### config.mk
export PLATFORM = sky130hd
export DESIGN_NAME = p1_telegram_receiver_crc16_top
export DESIGN_NICKNAME = d
export VERILOG_FILES = /design/src/sv/p1tr_pkg.sv /design/src/sv/p1tr_front.sv /design/src/sv/p1tr_queue.sv /design/src/sv/p1tr_parser.sv /design/src/sv/p1_telegram_receiver_crc16_top.sv
export SDC_FILE = /design/constraint.sdc
export NUM_CORES = 1
export LEC_CHECK = 0
export BUFFER_PORTS_ARGS = -buffer_cell sky130_fd_sc_hd__buf_2
export CORE_MARGIN = 1.5
export CORE_UTILIZATION = 29
export CTS_CLUSTER_SIZE = 25
export DETAILED_ROUTE_END_ITERATION = 6
export HOLD_SLACK_MARGIN = 0.1
export PLACE_DENSITY = 0.54
export REMOVE_ABC_BUFFERS = 1
export SETUP_SLACK_MARGIN = 0.4
export SLEW_MARGIN = 15
export SYNTH_ARGS = -nofsm -noshare
export SYNTH_HDL_FRONTEND = slang
export SYNTH_SLANG_ARGS = --single-unit
### constraint.sdc
create_clock -name clk -period 3 [get_ports clk]
set_clock_uncertainty 0.05 [all_clocks]
set_input_delay 0.3 -clock clk [delete_from_list [all_inputs] [get_ports clk]]
set_output_delay 0.3 -clock clk [all_outputs]
set_load 0.05 [all_outputs]
### src/sv/p1tr_pkg.sv
// ----------------------------------------------------------------------------
// P1 telegram receiver package
// Shared constants, types and character/CRC helper functions.
// ----------------------------------------------------------------------------
package p1tr_pkg;

  localparam int MAX_FRAME_BYTES_DEF = 1024;
  localparam int CHECKSUM_DIGITS     = 4;
  localparam int FRAME_LEN_W         = 11;

  // Queue between the classifier and the parser. Depth must be a power of two.
  localparam int QUEUE_DEPTH = 4;
  localparam int QUEUE_IDX_W = $clog2(QUEUE_DEPTH);
  localparam int QUEUE_CNT_W = $clog2(QUEUE_DEPTH + 1);

  localparam logic [15:0] CRC_POLY = 16'hA001;

  localparam logic [7:0] CH_START = 8'h2F;  // '/'
  localparam logic [7:0] CH_END   = 8'h21;  // '!'

  localparam logic [2:0] EV_IGNORED  = 3'd0;
  localparam logic [2:0] EV_STARTED  = 3'd1;
  localparam logic [2:0] EV_STORED   = 3'd2;
  localparam logic [2:0] EV_ACCEPTED = 3'd3;
  localparam logic [2:0] EV_MISMATCH = 3'd4;
  localparam logic [2:0] EV_ABORTED  = 3'd5;

  typedef enum logic [2:0] {
    MODE_WAIT = 3'b001,
    MODE_READ = 3'b010,
    MODE_SUM  = 3'b100
  } mode_t;

  // One received byte with its character class, as queued for the parser.
  typedef struct packed {
    logic [7:0] data;
    logic       allowed;
    logic       is_end;
    logic       is_start;
    logic       is_hex;
    logic [3:0] hex_val;
  } rx_class_t;

  function automatic logic [15:0] crc_add(input logic [15:0] crc_in, input logic [7:0] b);
    logic [15:0] c;
    c = crc_in ^ {8'h00, b};
    for (int i = 0; i < 8; i++) begin
      if (c[0]) begin
        c = (c >> 1) ^ CRC_POLY;
      end else begin
        c = c >> 1;
      end
    end
    return c;
  endfunction

  function automatic logic char_allowed(input logic [7:0] c);
    logic ok;
    ok = ((c >= 8'h30) && (c <= 8'h39)) || ((c >= 8'h61) && (c <= 8'h7A)) ||
         ((c >= 8'h41) && (c <= 8'h5A));
    // '.', ' ', backslash, CR, LF, '(', ')', '-', '*', ':', '_'
    ok = ok || (c == 8'h2E) || (c == 8'h20) || (c == 8'h5C) || (c == 8'h0D) ||
         (c == 8'h0A) || (c == 8'h28) || (c == 8'h29) || (c == 8'h2D) ||
         (c == 8'h2A) || (c == 8'h3A) || (c == 8'h5F);
    return ok;
  endfunction

  function automatic logic [4:0] hex_decode(input logic [7:0] c);
    logic [7:0] d;
    logic [4:0] r;
    r = 5'd0;
    if ((c >= 8'h30) && (c <= 8'h39)) begin
      d = c - 8'h30;
      r = {1'b1, d[3:0]};
    end else if ((c >= 8'h61) && (c <= 8'h66)) begin
      d = c - 8'h57;
      r = {1'b1, d[3:0]};
    end else if ((c >= 8'h41) && (c <= 8'h46)) begin
      d = c - 8'h37;
      r = {1'b1, d[3:0]};
    end
    return r;
  endfunction

endpackage

### src/sv/p1tr_front.sv
// ----------------------------------------------------------------------------
// P1 telegram receiver front end
// Accepts received bytes and tags each with its character class.
// ----------------------------------------------------------------------------
module p1tr_front (
  input  logic                s_axis_tvalid,
  output logic                s_axis_tready,
  input  logic [7:0]          s_axis_tdata,
  input  logic                queue_full,
  output logic                push,
  output p1tr_pkg::rx_class_t push_data
);
  import p1tr_pkg::*;

  logic [4:0] hex;

  assign hex           = hex_decode(s_axis_tdata);
  assign s_axis_tready = !queue_full;
  assign push          = s_axis_tvalid && !queue_full;

  always_comb begin
    push_data.data     = s_axis_tdata;
    push_data.allowed  = char_allowed(s_axis_tdata);
    push_data.is_end   = (s_axis_tdata == CH_END);
    push_data.is_start = (s_axis_tdata == CH_START);
    push_data.is_hex   = hex[4];
    push_data.hex_val  = hex[3:0];
  end

endmodule

### src/sv/p1tr_queue.sv
// ----------------------------------------------------------------------------
// P1 telegram receiver queue
// Small register queue between the classifier and the parser.
// ----------------------------------------------------------------------------
module p1tr_queue (
  input  logic                clk,
  input  logic                rst,
  input  logic                push,
  input  p1tr_pkg::rx_class_t push_data,
  input  logic                pop,
  output logic                full,
  output logic                not_empty,
  output p1tr_pkg::rx_class_t head
);
  import p1tr_pkg::*;

  rx_class_t              slots [QUEUE_DEPTH];
  logic [QUEUE_IDX_W-1:0] wr_ptr;
  logic [QUEUE_IDX_W-1:0] rd_ptr;
  logic [QUEUE_CNT_W-1:0] count;

  assign full      = (count == QUEUE_CNT_W'(QUEUE_DEPTH));
  assign not_empty = (count != '0);
  assign head      = slots[rd_ptr];

  always_ff @(posedge clk) begin
    if (push) begin
      slots[wr_ptr] <= push_data;
    end
  end

  always_ff @(posedge clk) begin
    if (rst) begin
      wr_ptr <= '0;
      rd_ptr <= '0;
      count  <= '0;
    end else begin
      if (push) begin
        wr_ptr <= wr_ptr + 1'b1;
      end
      if (pop) begin
        rd_ptr <= rd_ptr + 1'b1;
      end
      if (push && !pop) begin
        count <= count + 1'b1;
      end else if (pop && !push) begin
        count <= count - 1'b1;
      end
    end
  end

endmodule

### src/sv/p1tr_parser.sv
// ----------------------------------------------------------------------------
// P1 telegram receiver parser
// Frame state machine, running CRC, checksum capture and result register.
// ----------------------------------------------------------------------------
module p1tr_parser #(
  parameter int MAX_FRAME_BYTES = p1tr_pkg::MAX_FRAME_BYTES_DEF
) (
  input  logic                clk,
  input  logic                rst,
  input  logic                cfg_we,
  input  logic                cfg_wdata,
  input  logic                head_valid,
  input  p1tr_pkg::rx_class_t head,
  output logic                pop,
  output logic                m_axis_tvalid,
  input  logic                m_axis_tready,
  output logic [31:0]         m_axis_tdata,
  output logic [3:0]          m_axis_tuser
);
  import p1tr_pkg::*;

  localparam int LenW = $clog2(MAX_FRAME_BYTES + 1);

  logic        checksum_enable;
  mode_t       mode, mode_next, mode_eff;
  logic [15:0] crc, crc_next, crc_upd;
  logic [15:0] rx_sum, rx_sum_next, rx_shift;
  logic [2:0]  digits, digits_next, digits_inc;
  logic [LenW-1:0] len, len_next, len_inc;

  logic        ovf;
  logic [2:0]  ev;
  logic [15:0] crc_out;
  logic [FRAME_LEN_W-1:0] len_out;

  logic [2:0]  out_ev;
  logic        out_ovf;
  logic [15:0] out_crc;
  logic [FRAME_LEN_W-1:0] out_len;

  assign pop = head_valid && (!m_axis_tvalid || m_axis_tready);

  assign crc_upd    = crc_add(crc, head.data);
  assign len_inc    = len + 1'b1;
  assign rx_shift   = {rx_sum[11:0], head.hex_val};
  assign digits_inc = digits + 1'b1;

  always_comb begin
    ovf         = (mode != MODE_WAIT) && (len >= LenW'(MAX_FRAME_BYTES - 2));
    mode_eff    = ovf ? MODE_WAIT : mode;
    mode_next   = mode;
    crc_next    = crc;
    rx_sum_next = rx_sum;
    digits_next = digits;
    len_next    = len;
    ev          = EV_IGNORED;
    crc_out     = '0;
    len_out     = '0;

    // The length limit drops the open frame before the byte is looked at.
    if (ovf) begin
      mode_next   = MODE_WAIT;
      len_next    = '0;
      digits_next = '0;
    end

    unique case (mode_eff)
      MODE_WAIT: begin
      end
      MODE_READ: begin
        if (head.allowed) begin
          crc_next = crc_upd;
          len_next = len_inc;
          ev       = EV_STORED;
          len_out  = FRAME_LEN_W'(len_inc);
        end else if (head.is_end) begin
          crc_next = crc_upd;
          len_out  = FRAME_LEN_W'(len_inc);
          if (checksum_enable) begin
            mode_next   = MODE_SUM;
            len_next    = len_inc;
            digits_next = '0;
            rx_sum_next = '0;
            ev          = EV_STORED;
          end else begin
            mode_next   = MODE_WAIT;
            len_next    = '0;
            digits_next = '0;
            ev          = EV_ACCEPTED;
            crc_out     = crc_upd;
          end
        end else if (head.is_start) begin
          // Stray start mark: drop the frame, the restart is handled below.
          mode_next   = MODE_WAIT;
          len_next    = '0;
          digits_next = '0;
        end else begin
          mode_next   = MODE_WAIT;
          len_next    = '0;
          digits_next = '0;
          ev          = EV_ABORTED;
          len_out     = FRAME_LEN_W'(len);
        end
      end
      MODE_SUM: begin
        if (head.is_hex) begin
          rx_sum_next = rx_shift;
          len_out     = FRAME_LEN_W'(len_inc);
          if (digits_inc >= 3'(CHECKSUM_DIGITS)) begin
            mode_next   = MODE_WAIT;
            len_next    = '0;
            digits_next = '0;
            crc_out     = crc;
            ev          = (rx_shift == crc) ? EV_ACCEPTED : EV_MISMATCH;
          end else begin
            digits_next = digits_inc;
            len_next    = len_inc;
            ev          = EV_STORED;
          end
        end else begin
          mode_next   = MODE_WAIT;
          len_next    = '0;
          digits_next = '0;
          ev          = EV_ABORTED;
          len_out     = FRAME_LEN_W'(len);
        end
      end
      default: begin
        mode_next   = MODE_WAIT;
        len_next    = '0;
        digits_next = '0;
      end
    endcase

    if ((mode_next == MODE_WAIT) && (ev == EV_IGNORED) && head.is_start) begin
      mode_next   = MODE_READ;
      crc_next    = crc_add(16'h0000, head.data);
      rx_sum_next = '0;
      digits_next = '0;
      len_next    = LenW'(1);
      ev          = EV_STARTED;
      len_out     = FRAME_LEN_W'(1);
    end
  end

  always_ff @(posedge clk) begin
    if (rst) begin
      checksum_enable <= 1'b1;
    end else if (cfg_we) begin
      checksum_enable <= cfg_wdata;
    end
  end

  always_ff @(posedge clk) begin
    if (rst) begin
      mode          <= MODE_WAIT;
      crc           <= '0;
      rx_sum        <= '0;
      digits        <= '0;
      len           <= '0;
      m_axis_tvalid <= 1'b0;
    end else begin
      if (pop) begin
        mode   <= mode_next;
        crc    <= crc_next;
        rx_sum <= rx_sum_next;
        digits <= digits_next;
        len    <= len_next;
      end
      if (pop) begin
        m_axis_tvalid <= 1'b1;
      end else if (m_axis_tready) begin
        m_axis_tvalid <= 1'b0;
      end
    end
  end

  always_ff @(posedge clk) begin
    if (pop) begin
      out_ev  <= ev;
      out_ovf <= ovf;
      out_crc <= crc_out;
      out_len <= len_out;
    end
  end

  assign m_axis_tdata = {(32 - 16 - FRAME_LEN_W)'(0), out_len, out_crc};
  assign m_axis_tuser = {out_ovf, out_ev};

endmodule

### src/sv/p1_telegram_receiver_crc16_top.sv
// ----------------------------------------------------------------------------
// P1 telegram receiver with CRC-16 check
// Parses smart-meter telegram bytes and reports one event item per byte.
// ----------------------------------------------------------------------------
// Channel   Dir  Signals                  Contents
// s_axis    in   tvalid tready tdata[7:0] [7:0] rx_byte
// m_axis    out  tvalid tready tdata[31:0] [15:0] frame_crc, [26:16] frame_length
//                tuser[3:0]               [2:0] event_code, [3] overflow_reset
// cfg       in   we wdata                 checksum_enable
//
// One item per cycle sustained while m_axis_tready is high; an input byte is held
// in the queue, then its result is captured in the parser result register.
// The parser folds a whole byte into the CRC per cycle, which sets the rate.
// Reset is synchronous; it empties the queue and sets checksum_enable to 1.
// A stall on m_axis fills the four-entry queue before s_axis_tready drops.
// ----------------------------------------------------------------------------
module p1_telegram_receiver_crc16_top #(
  parameter int MAX_FRAME_BYTES = p1tr_pkg::MAX_FRAME_BYTES_DEF
) (
  input  logic        clk,
  input  logic        rst,
  input  logic        s_axis_tvalid,
  output logic        s_axis_tready,
  input  logic [7:0]  s_axis_tdata,   // [7:0] rx_byte
  output logic        m_axis_tvalid,
  input  logic        m_axis_tready,
  output logic [31:0] m_axis_tdata,   // [15:0] frame_crc, [26:16] frame_length
  output logic [3:0]  m_axis_tuser,   // [2:0] event_code, [3] overflow_reset
  input  logic        cfg_we,
  input  logic        cfg_wdata
);
  import p1tr_pkg::*;

  logic      push, pop, queue_full, head_valid;
  rx_class_t push_data, head;

  p1tr_front u_front (
    .s_axis_tvalid (s_axis_tvalid),
    .s_axis_tready (s_axis_tready),
    .s_axis_tdata  (s_axis_tdata),
    .queue_full    (queue_full),
    .push          (push),
    .push_data     (push_data)
  );

  p1tr_queue u_queue (
    .clk       (clk),
    .rst       (rst),
    .push      (push),
    .push_data (push_data),
    .pop       (pop),
    .full      (queue_full),
    .not_empty (head_valid),
    .head      (head)
  );

  p1tr_parser #(
    .MAX_FRAME_BYTES (MAX_FRAME_BYTES)
  ) u_parser (
    .clk           (clk),
    .rst           (rst),
    .cfg_we        (cfg_we),
    .cfg_wdata     (cfg_wdata),
    .head_valid    (head_valid),
    .head          (head),
    .pop           (pop),
    .m_axis_tvalid (m_axis_tvalid),
    .m_axis_tready (m_axis_tready),
    .m_axis_tdata  (m_axis_tdata),
    .m_axis_tuser  (m_axis_tuser)
  );

endmodule

; Word level (Yosys, flattened, before mapping)
; Memories as Yosys holds them, arrays and structs flattened. A register that Yosys moved wholly into a read port is not among the register bits.
; Cells that the tools add are included.
[classes]
n_addsub = 9
order_cmp = 10
n_eq_ne = 25
muxes = 85
n_bitwise = 17
reduce_logical = 40
[ops]
columns = op, n
row1 = 16-bit two-way mux, 32
row2 = 11-bit two-way mux, 11
row3 = 8-bit by 6-bit equality test with 1-bit output (second input constant), 9
row4 = 12-bit two-way mux, 5
row5 = 3-bit two-way mux, 20
row6 = 2-bit inverter with 3-bit output, 15
row7 = 11-bit case mux with 3 select lines, 1
row8 = 8-bit by 7-bit <= comparator with 1-bit output (second input constant), 4
row9 = 16-bit case mux with 2 select lines, 1
row10 = 12-bit case mux with 2 select lines, 1
row11 = 11-bit case mux with 2 select lines, 1
row12 = 3-bit case mux with 3 select lines, 2
row13 = 16-bit equality test, 1
row14 = 8-bit by 4-bit equality test with 1-bit output (second input constant), 2
row15 = 8-bit by 7-bit equality test with 1-bit output (second input constant), 2
row16 = 8-bit by 7-bit >= comparator with 1-bit output (second input constant), 2
row17 = 16-bit by 8-bit XOR with 16-bit output, 1
row18 = 5-bit two-way mux, 3
row19 = 1-bit logical OR, 14
row20 = 1-bit logical AND, 12
row21 = 11-bit by 1-bit adder with 11-bit output (second input constant), 1
row22 = 11-bit by 10-bit >= comparator with 1-bit output (second input constant), 1
row23 = 3-bit by 1-bit != test with 1-bit output (second input constant), 3
row24 = 3-bit by 2-bit != test with 1-bit output (second input constant), 3
row25 = other kinds (22), 39
[word_totals]
register_bits = 85
ram_bits = 64
inputBits = 14
output_inout_bits = 38
wordCells = 201
mem_count = 1
[memory_table]
columns = name, words, width, read_ports, rd_clocked_by_memory_dff, write_ports, line
row1 = u_queue.slots, 4, 16, 1, 1, 1, p1tr_queue.sv:17  ; rx_class_t slots [QUEUE_DEPTH];

; Depth between registers and ports, before layout
; Gate-level depths: netlist of run 1.
[depth]
ltp_word = 31
depth_mapped = 10
ltp_nobuf = 9

; Hierarchy
; From an unflattened synthesis of run 1, not the netlist that was laid out.
[hier_totals]
hier_cells = 641
area_unflattened_um2 = 7572.3
[by_module_without_submodules]
columns = module, instances, cells_each, area_per_inst_um2, seq_area_each_um2
row1 = p1tr_parser, 1, 451, 4334.2, 1871.8
row2 = p1tr_queue, 1, 128, 2776.4, 2102.0
row3 = p1tr_front, 1, 62, 461.7, 0.0

; Worst setup path after synthesis of run 1
; Ideal clock, no wire load.
[synth_path]
path_kind = register to register
start = register with a tool-made name
end = register u_parser.crc[0]
setup_time_ns = 0.079
t_arrival_ns = 2.451
required_time_ns = 2.871
slack_ns = 0.420
stages_incl_launch_ff = 7
n_path_buf = 1
synth_period_minus_slack_ns = 2.580
path_cell_list = dfxtp_1 > buf_6 > mux4_1 > xor2_2 > xnor3_1 > or4b_1 > o211ai_1
[synth_lines]
columns = item, line
row1 = to (signal assigned), p1tr_parser.sv:165  ; crc <= crc_next;
row2 = to (decl), p1tr_parser.sv:26  ; logic [15:0] crc, crc_next, crc_upd;

==> metrics.txt, run 1 <==
status finished clean; Layout Nets 779; max-cap violations 0; count of cell types in the netlist 72; Primary FF master, synth edfxtp_1; Cells after Synth 670; gr ovfl total 0; peak supply drop 470 uV; Ys Warns 0; CP required 3290 ps; CP cell instances buf_12, buf_4, mux4_2, xor2_2, xnor3_2, or4b_1, o211ai_1; HPWL after DPL 11.9 mm; vias in the first global route 5087; number of antenna diodes 0; Slew Limit Fails 0; WL met2 8.32 mm; Vias 5312; Via density 4.83; total core area 0.0259 mm^2; DR WL/cell 15.8 um; CP arrival 2900 ps; Post-synth EDFFs 95; Worst-Margin Slew 871 ps; Inserted Clock Buffers 17; CP Class reg2reg; Avg Synthesized Cell Area 11.4 um^2; Setup Viol. Count Final 0; first-pass GRT wire length 27.5 mm; top post-synthesis cells by area edfxtp_1 (37%), dfxtp_1 (15%), xor2_1 (4.1%), mux4_2 (3.8%), xnor2_1 (3.7%); Pwr Total 8.88 mW; Final min period 2600 ps; async set or reset register ratio after synthesis 0; synth cell count leaders edfxtp_1 (95), dfxtp_1 (56), nand2_1 (53), nor2_1 (49), xor2_1 (36); Hold Path Depth 1; FP Rows 59; Fin Hold WS 130 ps; CP max stage delay 560 ps; worst r2r path cells 7; crit path capture type flop; Syn Std Cell Area 0.00763 mm^2; initial core utilization 0.295; Total GRT Usage 0.134; P&R area growth vs syn 20.3%; Slowest cell on crit path mux4_2; RePlAce Congestion 0.782; RSZ-0062 raised after global routing yes; TNS Setup 0 ps; largest net degree at the start of global routing 33; PD cells 968 mW/mm^2; post-route cell area 0.00918 mm^2; CP top delay family XOR/XNOR gates; Ports 52; Die Ht 165 um; share of the synthesized area in the top cell type 0.374; synthesized flop and latch total 151; Crit path buffers/inverters 2; maximum fanout along the worst path 6; DRC 0; Clock Sinks 151; layout cells sized above 1 0.224; Port Buf Inserts 46; HP Class in2reg; critical path launch point type flop; final wirelength 17.4 mm; met3 WL 679 um; TritonRoute pass-1 iters 5; CP Depth 7; CTS tree yes; top routing layer in use met4; Synth area leader edfxtp_1; initial DRC count 296; Leak 3.40 nW; H-tree Lvls 4; M1 WL 8.17 mm; antenna-violating nets left 0; initial antenna violation count 0; Worst-Skew Late Latency 430 ps; die extent in x 165 um; Clock transition at path regs 60 ps; final core occ 0.354; Placement Cell Area 0.00836 mm^2; final hold violation count 0; Root Driver clkbuf_16; Die ar. 0.0273 mm^2; count leader, synth edfxtp_1; clk buf depth 2; fin crit share 0.867; relative slew slack 0.419; fmax 384 MHz; sequential share of the synthesized area 0.520
==> stage by stage <==
step,setup WS (ps),instances
after floorplan,-803,627
after global placement,230,1042
after detailed placement,204,1042
after CTS,401,1089
after global routing,331,1100
final,398,1100
==> worst register-to-register path, cell delays in order (launching register included) <==
cell	delay, ps
dfxtp_4	370
buf_12	120
buf_4	120
mux4_2	560
xor2_2	200
xnor3_2	500
or4b_1	520
o211ai_1	90
==> state kept, by name, indices dropped and copies added, names as in the netlist, named ones only <==
| register | flops |
|---|---|
| u_queue.slots | 64 |
| u_parser.crc | 16 |
| u_parser.out_crc | 16 |
| u_parser.rx_sum | 12 |
| u_parser.len | 11 |
| u_parser.out_len | 11 |
| u_parser.digits | 3 |
| u_parser.mode | 3 |
| u_parser.out_ev | 3 |
| u_queue.count | 3 |
| u_queue.rd_ptr | 2 |
| u_queue.wr_ptr | 2 |
| u_parser.checksum_enable | 1 |
| u_parser.m_axis_tvalid | 1 |
| u_parser.out_ovf | 1 |
==> power breakdown <==
group          total, mW  leakage (nW)  internal [mW]  switching, mW
logic               3.99          1.79           1.58           2.42
registers           2.97          1.35           2.69          0.282
clock network       1.92         0.260           1.06          0.858
total               8.88          3.40           5.33           3.56
==> logic make-up after synthesis <==
family          Yosys count  share of synthesized area
simple gates            203                      0.133
flops                   151                      0.520
compound gates          126                      0.111
xor+xnor                 74                     0.0947
buf+inv                  66                     0.0387
mux                      36                     0.0793
fa+ha+maj                13                     0.0223
other cells               1                   0.000491
==> cells in the final DEF (no fill, tap or decap), types with 8 or more instances in the layout <==
cell type  netlist  final
edfxtp_1        95     95
nand2_1         53     53
dfxtp_1         56     52
buf_4            7     51
nor2_1          49     48
buf_2            9     46
xor2_1          36     36
o21ai_0         34     34
xnor2_1         32     29
nand3_1         22     22
a21oi_1         22     22
inv_1           18     18
clkbuf_16        0     18
mux2i_1         17     17
mux4_2          13     15
and2_1          13     13
ha_1            12     12
nor3_1          11     11
a22o_1           8      8
and3_1           8      8
==> path summary, 6_finish.rpt <==
path,start,end,slack [ps]
setup reg to reg,flop,u_parser.crc[0],400
hold reg to reg,u_parser.m_axis_tvalid,u_parser.m_axis_tvalid,430
hold / removal,s_axis_tdata[7],u_queue.slots[2][15],130
setup / recovery,flop,u_parser.crc[0],400
==> repair_timing <==
action,CTS,global route
endpoints found under the setup margin,34,49
gates cloned,0,2
hold buffers,4,0
buffers inserted,11,9
hold endpoints to repair,6,0
pin swaps,2,3
gates resized for setup,8,17
==> per-layer routing <==
metal | global-route usage | vias up
met4 | 0.0504 | 0
met5 | 0 | -
met2 | 0.214 | 110
met3 | 0.0290 | 16
met1 | 0.176 | 2569
li1 | - | 2617
==> area by class of cell <==
| class | instances | area (um^2) |
|---|---|---|
| clock buffer | 18 | 429 |
| inverter | 19 | 71.3 |
| multi-input combinational | 457 | 3440 |
| tap | 335 | 419 |
| timing repair buffer | 106 | 741 |
| sequential | 151 | 3980 |
| fill | 2589 | 16700 |
| clock inverter | 14 | 100 |
Note: power is estimated with default switching activity, not from simulation.
==> run 2, diff against run 1 <==
--- a/config.mk
+++ b/config.mk
@@ -5,6 +5,7 @@
 export SDC_FILE = /design/constraint.sdc
 export NUM_CORES = 1
 export LEC_CHECK = 0
+export ABC_AREA = 1
 export BUFFER_PORTS_ARGS = -buffer_cell sky130_fd_sc_hd__buf_2
 export CORE_MARGIN = 1.5
 export CORE_UTILIZATION = 29
==> run 2 against run 1 <==
Critical path depth grew 10. Synthesized area grew 2.9%. Non-clock buffer count shrank 19. Global-route usage grew 1.2 points. Critical endpoint is now u_parser.len[0]. Cell count grew 28%. Synthesized cell count grew 45%. Count of clock-buffer cells in the layout grew 1.
==> metrics.txt, run 2 <==
status finished clean; CTS tree yes; most frequent cells in the layout nand2_1 (300), nor2_1 (101), inv_1 (99); Ys Warns 0 (unchanged); number of antenna diodes 0 (unchanged); RSZ-0062 raised after global routing yes; relative slew slack 0.362 (-0.0576); Layout Nets 1081 (+39%); P&R area growth vs syn 21.1%; Die ar. 0.0281 mm^2 (+2.8%); PD cells 1150 mW/mm^2 (+19%); Final min period 2480 ps (-126 ps); DRC 0 (unchanged); Die Ht 168 um (+1.4%); Hold Crit Start s_axis_tdata[7]; Total GRT Usage 0.145 (+0.0117); Worst-Skew Late Latency 440 ps (about the same); initial core utilization 0.293 (-0.00156); Fill cells 2780 (+7.4%); H-tree Lvls 4 (unchanged); Vias 6530 (+23%); die extent in x 168 um (+1.4%); layout cells sized above 1 0.160 (-0.0633); Avg Synthesized Cell Area 8.08 um^2 (-29%); Slowest cell on crit path dfxtp_1; Via density 4.64 (-4.0%); CP required 3310 ps (+20 ps); top flop regs u_queue.slots x64, u_parser.crc x16, u_parser.out_crc x16; HP Class in2reg; Port Buf Inserts 46 (unchanged); HPWL after DPL 14.2 mm (+19%); async set or reset register ratio after synthesis 0 (unchanged); Biggest register u_queue.slots; critical path launch point type flop; initial antenna violation count 0 (unchanged); peak supply drop 478 uV (+1.8%); Primary FF master, synth edfxtp_1; initial DRC count 519 (+75%); FP Rows 60 (+1.7%); CP startpoint u_parser.len[0]; Root Driver clkbuf_16; count of cell types in the netlist 49 (-32%); count leader, synth nand2_1; CP arrival 2790 ps (-110 ps); RePlAce Congestion 0.853 (+9.0%); final hold violation count 0 (unchanged); Cells after Synth 972 (+45%); max-cap violations 0 (unchanged); vias in the first global route 5975 (+17%); Setup Viol. Count Final 0 (unchanged); Clock Sinks 151 (unchanged); Leak 4.04 nW (+19%); share of the synthesized area in the top cell type 0.363 (-0.0105); top post-synthesis cells by area edfxtp_1 (36%), nand2_1 (15%), dfxtp_1 (14%), nor2_1 (5.1%), inv_1 (4.9%); register area 0.00398 mm^2 (about the same); first-pass GRT wire length 31.9 mm (+16%); TritonRoute pass-1 iters 5 (unchanged); CP cell instances inv_2, ha_1, inv_1, nor2_1, nand2_1, nand2_1, nand2_2, nand3_4, nor2_4, nand2_1, o21ai_2, nor3b_4, nand2_4, buf_4, a21oi_4, nand2_1, a21oi_1; synthesized flop and latch total 151 (unchanged); crit path capture type flop; Slew Limit Fails 0 (unchanged); fmax 404 MHz (+5.1%); final wirelength 20.4 mm (+17%); area of the multi-input gates 0.00342 mm^2 (-0.47%); CP Class reg2reg; total core area 0.0268 mm^2 (+3.4%); DR WL/cell 14.5 um (-8.5%); Pwr Total 11.0 mW (+23%); gr ovfl total 0 (unchanged); Critical R2R Launch u_parser.len[0]; Syn Std Cell Area 0.00786 mm^2 (+2.9%); Ports 52 (unchanged); Post-synth EDFFs 95 (unchanged); Crit path top cell by count nand2_1; Synth area leader edfxtp_1; Worst Slack Setup Final 524 ps (+126 ps); Clock transition at path regs 70 ps (about the same); Worst-Margin Slew 956 ps (+85.4 ps); largest net degree at the start of global routing 45 (+36%); number of flip-flops in the largest register 64 (unchanged); final core occ 0.355 (+0.000470); clk buf depth 2 (unchanged); CP max stage delay 350 ps (-210 ps); synth cell count leaders nand2_1 (311), nor2_1 (106), inv_1 (102), edfxtp_1 (95), nand3_1 (66); commonest non-fill, non-tap cell in the layout nand2_1; sequential share of the synthesized area 0.506 (-0.0146); Inserted Clock Buffers 17 (unchanged); antenna-violating nets left 0 (unchanged); DP Worst Slack 166 ps (-37.9 ps); maximum fanout along the worst path 7 (+1); fin crit share 0.825 (-0.0419)
run 2: cell types whose count changed in the layout (fill, tap and decap cells not counted), moves of 14 or more:
cell	previous run	this run
mux2i_1	17	0
inv_1	18	99
nand2_1	53	300
xnor2_1	29	8
nand3_1	22	65
mux4_2	15	0
o22ai_1	3	17
buf_4	51	30
xor2_1	36	18
nor2_1	48	101
run 2: worst max-delay path, delay by kind of cell (launching register included):
family | cells | cell delay, ps
buffers and inverters | 3 | 280
flip-flops | 1 | 350
AO/OA/AOI/OAI | 3 | 470
AND/OR/NAND/NOR | 10 | 1140
adder cells (fa/ha/maj) | 1 | 140
run 2: cells by family after synthesis:
group,Yosys count,synth area share
and+or+nand+nor,517,0.274
DFF,151,0.506
buffers and inverters,139,0.0763
AOI/OAI and AO/OA,124,0.0908
xor gates and xnor gates,27,0.0311
adders and majority gates,13,0.0217
other,1,0.000477
run 2: through the flow:
| step | TNS (ps) | hold slack [ps] | area (um^2) | instances |
|---|---|---|---|---|
| 6_report | 0 | 113 | 9510 | 1408 |
| 5_1_grt | 0 | 114 | 9510 | 1408 |
| 4_1_cts | 0 | 101 | 9260 | 1394 |
| 3_5_place_dp | 0 | 398 | 8520 | 1355 |
| 3_3_place_gp | 0 | 390 | 8520 | 1355 |
| 2_1_floorplan | -72820 | 319 | 7680 | 945 |
run 2: power breakdown:
group | internal (mW) | leakage, nW | switching [mW] | total, mW
logic | 1.75 | 2.38 | 3.89 | 5.64
clock network | 1.39 | 0.302 | 0.894 | 2.28
registers | 2.79 | 1.36 | 0.256 | 3.05
run 2: cell type report:
class                      instances  share of cell area
timing repair buffer              87              0.0661
clock inverter                    13              0.0172
multi-input combinational        689               0.360
clock buffer                      19              0.0488
inverter                         108              0.0441
tap                              341              0.0449
sequential                       151               0.419
run 2: worst paths after layout:
| check | endpoint | slack (ps) | cells past startpoint |
|---|---|---|---|
| min reg2reg | u_parser.digits[2] | 410 | 2 |
| min | u_queue.slots[1][15] | 110 | 1 |
| max | u_parser.len[0] | 520 | 17 |
| max reg2reg | u_parser.len[0] | 520 | 17 |
run 2: what timing repair did:
action / CTS / global route
gates resized for setup: 17 / 45
pin swaps: 2 / 9
setup buffers: 2 / 10
gates cloned: 1 / 4
hold buffers: 4 / 0
setup endpoints to repair: 43 / 46
endpoints found under the hold margin: 9 / 0
run 2: routing by layer:
metal / GRT usage / part of all wire
met1: 0.193 / 0.46
met4: 0.0497 / 0.018
met3: 0.0286 / 0.047
met5: 0 / 0
met2: 0.237 / 0.47
==> run 3, diff against run 2 <==
==> constraint.sdc (replaced) <==
create_clock -name clk -period 2.45 [get_ports clk]
set_clock_uncertainty 0.05 [all_clocks]
set_input_delay 0.245 -clock clk [delete_from_list [all_inputs] [get_ports clk]]
set_output_delay 0.245 -clock clk [all_outputs]
set_load 0.05 [all_outputs]
==> run 3 against run 2 <==
Die area unchanged. Hold slack worse by 13 ps. Worst setup slack got worse by 430 ps. Combinational power is 84% higher. Utilization up 7.4 points. Critical path depth is 1 lower. Non-clock buffer count grew 112. Maximum frequency rose by 5.1%. Via count increased by 9.4%. Sequential power is 22% higher.
==> metrics.txt, run 3 (synthesis results as in run 2) <==
Vias 7141 (+9.4%); Biggest register u_queue.slots; Final min period 2360 ps (-121 ps); final hold violation count 0 (unchanged); max-cap violations 0 (unchanged); Die Ht 168 um (unchanged); Placed Cells 1409 (+4.0%); Port Buf Inserts 46 (unchanged); P&R area growth vs syn 46.3%; DRC 0 (unchanged); PD cells 1470 mW/mm^2 (+27%); relative slew slack 0.523 (+0.161); gr ovfl total 0 (unchanged); Layout Nets 1194 (+10%); number of flip-flops in the largest register 64 (unchanged); DP Worst Slack -7.31 ps (-173 ps); final core occ 0.429 (+0.0741); CP arrival 2670 ps (-120 ps); antenna-violating nets left 0 (unchanged); peak supply drop 704 uV (+47%); Total GRT Usage 0.161 (+0.0158); final instance count without filler cells 1521 (+8.0%); total core area 0.0268 mm^2 (unchanged); Worst Slack Setup Final 94.5 ps (-429 ps); status finished clean; Slew Limit Fails 0 (unchanged); vias in the first global route 6627 (+11%); TNS Setup 0 ps (unchanged); number of antenna diodes 0 (unchanged); initial core utilization 0.293 (unchanged); HP Class in2reg; final wirelength 22.5 mm (+10%); fmax 425 MHz (+5.1%); H-tree Lvls 4 (unchanged); Fill cells 2526 (-9.1%); Clock transition at path regs 60 ps (about the same); HPWL after DPL 14.6 mm (+2.9%); Worst-Margin Slew 710 ps (-246 ps); top flop regs u_queue.slots x64, u_parser.crc x16, u_parser.out_crc x16; FP Rows 60 (unchanged); maximum fanout along the worst path 5 (-2); Via density 4.69 (+1.2%); layout cells sized above 1 0.405 (+0.245); initial antenna violation count 0 (unchanged); Root Driver clkbuf_16; CTS tree yes; CP required 2770 ps (-540 ps); clk buf depth 2 (unchanged); Leak 4.85 nW (+20%); Fin Hold WS 100 ps (-12.6 ps); first-pass GRT wire length 35.5 mm (+11%); fin crit share 0.961 (+0.136); Pwr Total 16.9 mW (+54%); Inserted Clock Buffers 17 (unchanged); crit path capture type flop; critical path launch point type flop; R2R Setup Slk 90 ps (-430 ps); RSZ-0062 raised after global routing yes; largest net degree at the start of global routing 25 (-44%); commonest non-fill, non-tap cell in the layout nand2_1; Placement Cell Area 0.00896 mm^2 (+5.2%); post-route cell area 0.0115 mm^2 (+21%); most frequent cells in the layout nand2_1 (205), buf_4 (112), edfxtp_1 (95); TritonRoute pass-1 iters 5 (unchanged); RePlAce Congestion 0.863 (+1.2%); CP Class reg2reg; Ports 52 (unchanged); die extent in x 168 um (unchanged); Clock Sinks 151 (unchanged); Setup Viol. Count Final 0 (unchanged); DR WL/cell 14.8 um (+2.1%); Worst-Skew Late Latency 430 ps (about the same); initial DRC count 462 (-11%); Die ar. 0.0281 mm^2 (unchanged)
[run 3: changes by cell type in the layout (fill, tap and decap cells not counted), moves of 23 or more]
cell,change
buf_4,+82
nand2_1,-95
nand2_2,+68
nand2_4,+23
nand3_1,-37
nand3_2,+30
[run 3: area by class of cell]
class / instances / area, um^2 / area share
clock buffers: 24 / 483 / 0.0420
clock inverters: 8 / 120 / 0.0104
inverters: 108 / 419 / 0.0365
multi-input cells: 690 / 4420 / 0.384
flip-flops and latches: 151 / 4000 / 0.348
well taps: 341 / 427 / 0.0371
repair buffers: 199 / 1630 / 0.142
[run 3: path summary, 6_finish.rpt]
path	startpoint	cells after the start	end
setup reg to reg	u_parser.crc[11]	16	u_parser.len[9]
hold reg to reg	u_queue.rd_ptr[1]	2	flop
hold / removal	s_axis_tvalid	3	u_queue.wr_ptr[1]
setup / recovery	u_parser.crc[11]	16	u_parser.len[9]
[run 3: worst max-delay path, cell delays in order, from the launching register on]
cell,delay (ps)
dfxtp_2,340
inv_2,70
nand2_1,50
nand2_1,60
nand2_1,90
nor2_1,140
nand3_2,140
nor2_2,150
nand3_2,100
nand2_2,80
nor3b_4,310
nand2_4,140
buf_6,150
a21oi_4,160
buf_6,140
nor2_2,30
nor2_1,90
[run 3: metal layers]
| metal | routed length (um) | track usage | vias up |
|---|---|---|---|
| met5 | 0 | 0 | - |
| met4 | 452 | 0.0576 | 0 |
| met3 | 844 | 0.0305 | 35 |
| met2 | 10800 | 0.264 | 155 |
| met1 | 10400 | 0.212 | 3390 |
| li1 | - | - | 3561 |
[run 3: what timing repair did]
action,CTS,global route
pin swaps,36,55
gates cloned,7,1
hold endpoints to repair,25,0
hold buffers,8,0
setup buffers,41,23
gates resized for setup,169,180
endpoints found under the setup margin,62,117
[run 3: report_power, final]
part / leakage, nW / switching, mW / internal (mW)
clock network: 0.293 / 1.02 / 1.69
registers: 1.36 / 0.308 / 3.42
logic: 3.19 / 6.28 / 4.16
total: 4.85 / 7.61 / 9.26
